==> src/design/ccpc_pkg.sv <==
// Shared types and constants for the corridor clear path check.
package ccpc_pkg;
  localparam int POS_W  = 20;
  localparam int DIF_W  = 21;
  localparam int CRN_W  = 22;
  localparam int MRG_W  = 16;
  localparam int ID_W   = 32;
  localparam int L2_W   = 41;
  localparam int LEN_W  = 21;
  localparam int NUM_W  = 37;
  localparam int DOT_W  = 47;
  localparam int FRAC_BITS_DEF = 8;

  localparam logic OP_QUERY    = 1'b0;
  localparam logic OP_NEIGHBOR = 1'b1;

  // One request as it travels from the front part to the back part.
  typedef struct packed {
    logic                    op;
    logic signed [POS_W-1:0] pos_x;
    logic signed [POS_W-1:0] pos_y;
    logic signed [POS_W-1:0] goal_x;
    logic signed [POS_W-1:0] goal_y;
    logic                    skip;
    logic                    last;
  } req_t;
endpackage

==> src/design/ccpc_front.sv <==
// Front part: accepts requests, marks self neighbors and queues them.
module ccpc_front (
  input  logic                          clk,
  input  logic                          rst_n,
  input  logic                          in_valid,
  output logic                          in_stall,
  input  logic                          in_op,
  input  logic signed [ccpc_pkg::POS_W-1:0] in_pos_x,
  input  logic signed [ccpc_pkg::POS_W-1:0] in_pos_y,
  input  logic signed [ccpc_pkg::POS_W-1:0] in_goal_x,
  input  logic signed [ccpc_pkg::POS_W-1:0] in_goal_y,
  input  logic [ccpc_pkg::ID_W-1:0]     in_neighbor_id,
  input  logic                          in_last,
  input  logic [ccpc_pkg::ID_W-1:0]     self_id,
  output logic                          q_valid,
  output ccpc_pkg::req_t                q_req,
  input  logic                          q_take
);
  import ccpc_pkg::*;

  req_t       mem_r [2];
  logic       wp_r, rp_r;
  logic [1:0] cnt_r;
  logic       push;
  req_t       w;

  assign in_stall = (cnt_r == 2'd2);
  assign push     = in_valid && !in_stall;
  assign q_valid  = (cnt_r != 2'd0);
  assign q_req    = mem_r[rp_r];

  always_comb begin
    w.op     = in_op;
    w.pos_x  = in_pos_x;
    w.pos_y  = in_pos_y;
    w.goal_x = in_goal_x;
    w.goal_y = in_goal_y;
    w.skip   = (in_op == OP_NEIGHBOR) && (in_neighbor_id == self_id);
    w.last   = in_last;
  end

  always_ff @(posedge clk) begin
    if (push) mem_r[wp_r] <= w;
    if (!rst_n) begin
      wp_r <= 1'b0; rp_r <= 1'b0; cnt_r <= 2'd0;
    end else begin
      if (push) wp_r <= ~wp_r;
      if (q_take) rp_r <= ~rp_r;
      cnt_r <= cnt_r + {1'b0, push} - {1'b0, q_take};
    end
  end
endmodule

==> config.mk <==
export PLATFORM = sky130hd
export DESIGN_NAME = ccpc_front
export DESIGN_NICKNAME = d
export VERILOG_FILES = /design/src/design/ccpc_pkg.sv /design/src/design/ccpc_front.sv
export SDC_FILE = /design/constraint.sdc
export NUM_CORES = 1
export LEC_CHECK = 0
export ABC_AREA = 1
export BUFFER_PORTS_ARGS = -buffer_cell sky130_fd_sc_hd__buf_2
export CORE_MARGIN = 2
export CORE_UTILIZATION = 46
export CTS_CLUSTER_DIAMETER = 80
export DETAILED_ROUTE_END_ITERATION = 8
export GPL_TIMING_DRIVEN = 0
export HOLD_SLACK_MARGIN = 0.03
export PLACE_DENSITY = 0.84
export SYNTH_ARGS = -nofsm -noshare
export SYNTH_HDL_FRONTEND = slang
export SYNTH_SLANG_ARGS = --single-unit
==> constraint.sdc <==
create_clock -name clk -period 4.2 [get_ports clk]
set_clock_uncertainty 0.15 [all_clocks]
set_input_delay 0.21 -clock clk [delete_from_list [all_inputs] [get_ports clk]]
set_output_delay 0.21 -clock clk [all_outputs]
set_load 0.05 [all_outputs]
==> impl_metrics.csv, run 1 <==
group,metric,value,unit
finish,drive_gt1_share,47.2,%
power_and_ir_drop,powerDensity,471,mW/mm^2
setup_path,crit_fanout,10,
global_routing,antenna_found_initial,2,
clock_tree,clk_path_buf_depth,2,
route,wl_met3,1.04,mm
power_and_ir_drop,pwr-share-clk,33.2,%
sta,final.min_clock_period,2110,ps
floorplan,die_h,129,um
power_and_ir_drop,combPwrFrac,22.5,%
synth,synthArstFlopShare,0,%
synth,yosysWarnings,0,
finish,area_delta_synth_final,41.6,%
route,wl_per_cell,16.4,um
synth,synth_area_leaders,"edfxtp_1 (70%), mux2_4 (15%), nand2_1 (3.1%)",
synth,ys_seq_elements,171,
clock_tree,postCtsSetupRepairBufs,0,
route,top_layer_used,"met5",
sta,hold_slack,191,ps
route,wirelength,15.8,mm
clock_tree,cts_buffers,17,
global_routing,grt_max_degree,34,
sta,drv_slew,0,
placement,placed_area,0.00864,mm^2
setup_path,required,3840,ps
route,num_vias,4673,
job,drv_cap,0,
synth,syn-num-nets,573,
route,drc,0,
global_routing,track_usage,19.2,%
setup_path,endpoint_kind,"output pin",
synth,seq_area_frac_synth,71.3,%
clock_tree,clock_latency,420,ps
route,routed_via_density,4.84,
power_and_ir_drop,seqPwrFrac,44.3,%
synth,synthFlopType,"edfxtp_1",
synth,synth_top_area_share,69.9,%
clock_tree,numClockSinks,171,
finish,fillCellCount,1053,
placement,place.gp.congestion,0.902,
global_routing,grt_pass1_wl,23.6,mm
outcome,status,"finished, final reports clean",
route,wl_met1,5.89,mm
placement,dp_cells,847,
setup_path,regToRegEndpoint,"mem_r[1][36]$_DFFE_PP_",
hold_path,min-delay-start,"in_neighbor_id[20]",
route,first_pass_iters,5,
sta,finalSetupViolCount,0,
power_and_ir_drop,intPower,0.00338,W
power_and_ir_drop,power.total,0.00476,W
clock_tree,clockRootBuffer,"clkbuf_16",
synth,synth_enable_flop_cells,166,
global_routing,grt_overflow,0,
finish,fin_cells,965,
synth,synth_area,0.00713,mm^2
setup_path,start_kind,"flop",
setup_path,rr_startpoint,"cnt_r[0]$_SDFF_PN0_",
setup_path,cp_data_arrival_time,1750,ps
floorplan,initial_core_util,46.9,%
synth,synthTopCellsByCount,"edfxtp_1 (166), mux2_4 (70), nand2_1 (59), inv_1 (42), nor2_1 (28)",
global_routing,grt_pass1_vias,4878,
hold_path,hp-class,"primary input to flop",
sta,fin_crit_sh,50.2,%
synth,ys_types,20,
hold_path,holdPathEnd,"mem_r[1][1]$_DFFE_PP_",
synth,avgSynthCellArea,16.9,um^2
floorplan,ios,235,
setup_path,setup.worst_path.class,"flop to output pin",
route,ant_nets,0,
finish,layout.nets,915,
clock_tree,tritoncts,"yes",
sta,timing.slew.headroom,35.3,%
floorplan,coreArea,0.0152,mm^2
power_and_ir_drop,p_leak,4.34,nW
synth,synth_largest_area_cell,"edfxtp_1",
sta,max_freq,475,MHz
clock_tree,cts_htree_levels,4,
power_and_ir_drop,p_sw,0.00138,W
synth,yosysMostFrequentCell,"edfxtp_1",
route,drtIter0Drc,335,
synth,synthCells,421,
setup_path,r2r_setup_slack,2090,ps
sta,finalHoldViolCount,0,
placement,hpwlAfterDp,10.4,mm
floorplan,die_area,0.0165,mm^2
hold_path,holdPathStages,6,
sta,worstMarginPinSlew,969,ps
power_and_ir_drop,swShare,28.9,%
finish,final_area,0.0101,mm^2
floorplan,rows,45,
route,wl_met2,8.40,mm
power_and_ir_drop,ir_worst_vdd,0.261,mV
sta,rsz0062_at_grt,"false",
placement,io_buffers,234,
setup_path,reg2reg_depth,3,
clock_tree,clkTransAtPathRegs,60,ps
floorplan,die_w,129,um
==> worst max-delay path by stage <==
| stage | from | end | slack, ps | cells after the start |
|---|---|---|---|---|
| after floorplan | cnt_r[1]$_SDFF_PN0_ | mem_r[0][0]$_DFFE_PP_ | -410 | 3 |
| after global placement | cnt_r[1]$_SDFF_PN0_ | mem_r[1][39]$_DFFE_PP_ | -2110 | 3 |
| after detailed placement | cnt_r[1]$_SDFF_PN0_ | mem_r[1][32]$_DFFE_PP_ | 2100 | 4 |
| after CTS | flop | q_req[76] | 2070 | 4 |
| after global routing | cnt_r[1]$_SDFF_PN0_ | mem_r[1][36]$_DFFE_PP_ | 1960 | 4 |
| final | flop | q_req[56] | 2090 | 4 |
==> through the flow <==
step | setup TNS (ps) | setup slack [ps] | utilization [%]
final | 0 | 2090 | 66.4
after global routing | 0 | 1960 | 66.4
after CTS | 0 | 2070 | 66.4
after detailed placement | 0 | 2100 | 56.8
after global placement | -345260 | -2110 | 56.2
after floorplan | -67360 | -406 | -
==> layout make-up <==
| class | instances | area (um^2) | share of cell area [%] |
|---|---|---|---|
| timing repair buffer | 323 | 2110 | 20.9 |
| buffer | 9 | 156 | 1.55 |
| inverter | 42 | 158 | 1.56 |
| tap | 188 | 235 | 2.33 |
| sequential | 171 | 5080 | 50.3 |
| clock buffer | 21 | 470 | 4.66 |
| multi-input combinational | 199 | 1750 | 17.3 |
| clock inverter | 11 | 136 | 1.35 |
| antenna | 1 | 2.50 | 0.0248 |
==> power by group through the flow <==
stage	Clock (W)	Sequential, W	Combinational (W)
after floorplan	0	0.00215	0.000738
after global placement	0	0.00216	0.000955
after detailed placement	0	0.00214	0.00101
after CTS	0.00161	0.00211	0.00107
after global routing	0.00168	0.00212	0.00113
final	0.00158	0.00211	0.00107
==> routing by layer <==
| layer | up-vias | track usage [%] |
|---|---|---|
| li1 | 2188 | - |
| met1 | 2230 | 20.0 |
| met2 | 207 | 35.0 |
| met3 | 44 | 6.20 |
| met4 | 4 | 8.95 |
| met5 | - | 0 |
==> worst max-delay path, stage by stage, from the launching register on <==
cell and delay, ps:
dfxtp_1 340, buf_6 250, buf_12 190, mux2_4 310, buf_2 220
==> state kept, by name (all words and copies together), names as in the netlist, named ones only <==
signal	count
wp_r	1
mem_r	166
cnt_r	2
rp_r	1
==> cells in the final DEF (no fill, tap or decap), types with 3 or more instances in the layout <==
cell type | netlist | layout
buf_2 | 1 | 235
edfxtp_1 | 166 | 166
dlygate4sd3_1 | 0 | 85
mux2_4 | 70 | 70
nand2_1 | 59 | 59
inv_1 | 42 | 42
nor2_1 | 28 | 26
clkbuf_16 | 0 | 17
mux2_2 | 13 | 13
buf_12 | 7 | 10
xnor2_1 | 7 | 7
o21ai_0 | 6 | 6
dfxtp_1 | 5 | 5
a21oi_1 | 3 | 3
xor2_1 | 3 | 3
clkinvlp_4 | 0 | 3
clkbuf_8 | 0 | 3
==> cells by family (layout without fill, tap and decap cells) <==
family	count (synthesis)	after routing	synth area share [%]
flops	171	171	71.3
buf+inv	51	406	4.40
other cells	0	1	0
simple gates	92	92	4.96
xor+xnor	10	10	1.23
fa+ha+maj	2	2	0.351
compound gates	12	12	0.965
mux	83	83	16.8
==> what timing repair did <==
item / in CTS / in global routing
resized for setup: 0 / 0
endpoints found under the hold margin: 169 / 0
hold buffers: 85 / 0
endpoints found under the setup margin: 0 / 0
Note: power is estimated with default switching activity, not from simulation.
==> run 2: changes to the inputs <==
- CORE_UTILIZATION: 46 -> 51
- PLACE_DENSITY: 0.84 -> 0.87
- clock period: 4.2 -> 2.05 ns (I/O delays scaled with it)
==> impl_metrics.csv, run 2 (same netlist as run 1, synthesis figures left out) <==
group,metric,value,unit
route,wl_per_cell,17.1,um
global_routing,grt_use_met2,43.0,%
power_and_ir_drop,intPower,0.00684,W
global_routing,grt_use_met1,21.5,%
global_routing,grtUsageMet3,5.72,%
finish,regMostFlops,"mem_r",
sta,setup_tns,0,ps
placement,place.gp.congestion,0.878,
clock_tree,tritoncts,"yes",
sta,rsz0062_at_grt,"true",
placement,io_buffers,234,
route,num_vias,4688,
floorplan,coreArea,0.0138,mm^2
power_and_ir_drop,combPwrFrac,22.8,%
route,ant_nets,0,
hold_path,hp-class,"primary input to flop",
setup_path,crit_fanout,10,
power_and_ir_drop,ir_worst_vdd,0.643,mV
floorplan,die_h,122,um
route,routed_via_density,4.88,
finish,area_delta_synth_final,41.8,%
sta,hold_slack,64.1,ps
placement,dp_cells,839,
power_and_ir_drop,seqPwrFrac,44.6,%
placement,hpwlAfterDp,10.2,mm
setup_path,setup.worst_path.class,"flop to output pin",
power_and_ir_drop,powerDensity,960,mW/mm^2
clock_tree,postCtsSetupRepairBufs,0,
sta,final.min_clock_period,1960,ps
global_routing,grt_busiest_layer,"met2",
setup_path,r2r_setup_slack,100,ps
floorplan,rows,43,
setup_path,setup.worst_path.end,"q_req[42]",
finish,fin_cells,960,
sta,finalHoldViolCount,0,
route,drc,0,
clock_tree,clock_latency,420,ps
setup_path,endpoint_kind,"output pin",
global_routing,grt_pass1_vias,5055,
floorplan,die_w,122,um
finish,layout.nets,919,
sta,max_freq,509,MHz
finish,diodes,0,
global_routing,grt_pass1_wl,24.0,mm
global_routing,track_usage,21.9,%
setup_path,rr_startpoint,"cnt_r[1]$_SDFF_PN0_",
global_routing,antenna_found_initial,0,
floorplan,ios,235,
setup_path,reg2reg_depth,8,
finish,multi_input_area,0.00176,mm^2
sta,fin_crit_sh,95.8,%
setup_path,cp_cell_sequence,"buf_8, buf_12, mux2_4, buf_2",
clock_tree,numClockSinks,171,
route,first_pass_iters,4,
finish,seq_area,0.00509,mm^2
clock_tree,clockRootBuffer,"clkbuf_16",
sta,finalSetupViolCount,0,
sta,drv_slew,0,
clock_tree,clk_path_buf_depth,2,
outcome,status,"finished, final reports clean",
finish,reg_top3,"mem_r x166, cnt_r x2",
power_and_ir_drop,p_sw,0.00287,W
setup_path,required,1800,ps
finish,layout_common_cells,"buf_2 (235), edfxtp_1 (166), dlygate4sd3_1 (88), mux2_4 (70), nand2_1 (59)",
route,wirelength,16.5,mm
floorplan,die_area,0.0149,mm^2
job,drv_cap,0,
finish,final_core_util,73.4,%
finish,mostFrequentLayoutCell,"buf_2",
setup_path,regToRegEndpoint,"cnt_r[1]$_SDFF_PN0_",
setup_path,max_stage_delay,370,ps
clock_tree,cts_buffers,17,
clock_tree,clkTransAtPathRegs,60,ps
finish,fillCellCount,803,
floorplan,initial_core_util,51.8,%
sta,timing.slew.headroom,48.9,%
power_and_ir_drop,p_leak,4.35,nW
power_and_ir_drop,pwr-share-clk,32.6,%
setup_path,cp_data_arrival_time,1710,ps
clock_tree,cts_htree_levels,4,
finish,largest_reg_flops,166,
global_routing,grt_overflow,0,
setup_path,cp_slowest_cell,"dfxtp_1",
setup_path,start_kind,"flop",
power_and_ir_drop,swShare,29.6,%
finish,drive_gt1_share,47.4,%
global_routing,grt_max_degree,35,
route,drtIter0Drc,295,
sta,worstMarginPinSlew,766,ps
-- run 2: cell types whose count changed in the layout (fill, tap and decap cells not counted), moves of 2 or more --
cell / delta
inv_8: -2
dfxtp_1: -2
clkinv_1: +2
inv_2: +2
clkbuf_8: -3
inv_1: -2
dfxtp_2: +2
dlygate4sd3_1: +3
inv_6: +3
-- run 2: final cells by class --
class,count,area share [%]
timing repair buffer,326,21.1
tap,180,2.23
buffer,9,1.58
clock inverter,15,1.63
inverter,42,1.56
multi-input combinational,200,17.4
sequential,171,50.3
clock buffer,17,4.21
-- run 2: critical path, delay by kind of cell, from the launching register on --
kind,cells,cell delay (ps)
mux,1,310
buf+inv,3,600
flops,1,370
-- run 2: worst min path at each step --
stage / from / endpoint / slack [ps] / depth (start not counted)
after floorplan: rst_n / cnt_r[0]$_SDFF_PN0_ / 50 / 2
after global routing: in_neighbor_id[30] / mem_r[0][1]$_DFFE_PP_ / 90 / 6
after detailed placement: in_last / mem_r[0][0]$_DFFE_PP_ / 140 / 1
after CTS: in_neighbor_id[30] / mem_r[0][1]$_DFFE_PP_ / 40 / 6
final: in_neighbor_id[30] / mem_r[0][1]$_DFFE_PP_ / 60 / 6
after global placement: in_goal_x[2] / mem_r[1][24]$_DFFE_PP_ / 140 / 1
-- run 2: timing repair --
item	in CTS	in global routing
hold buffers	88	0
endpoints found under the hold margin	171	0
resized for setup	0	1
endpoints found under the setup margin	0	126
-- run 2: routing by layer --
layer,up-vias,part of all wire (%)
met5,-,0
li1,2200,-
met1,2223,35
met3,32,6.7
met4,0,2.2
met2,233,56
-- run 2: metrics by stage --
step           setup WS, ps  instance area (um^2)  total power, W
4_1_cts                45.0                 10100         0.00971
3_5_place_dp           49.3                  8630         0.00645
2_1_floorplan          -226                  7160         0.00590
5_1_grt               -8.88                 10100          0.0100
3_3_place_gp           -787                  8550         0.00635
6_report               86.3                 10100         0.00971
-- run 2: power groups by stage --
stage,Combinational (W),Clock (W),Sequential [W]
after CTS,0.00220,0.00320,0.00432
after detailed placement,0.00206,0,0.00439
after global placement,0.00196,0,0.00439
after global routing,0.00233,0.00336,0.00435
final,0.00222,0.00316,0.00433
after floorplan,0.00152,0,0.00437
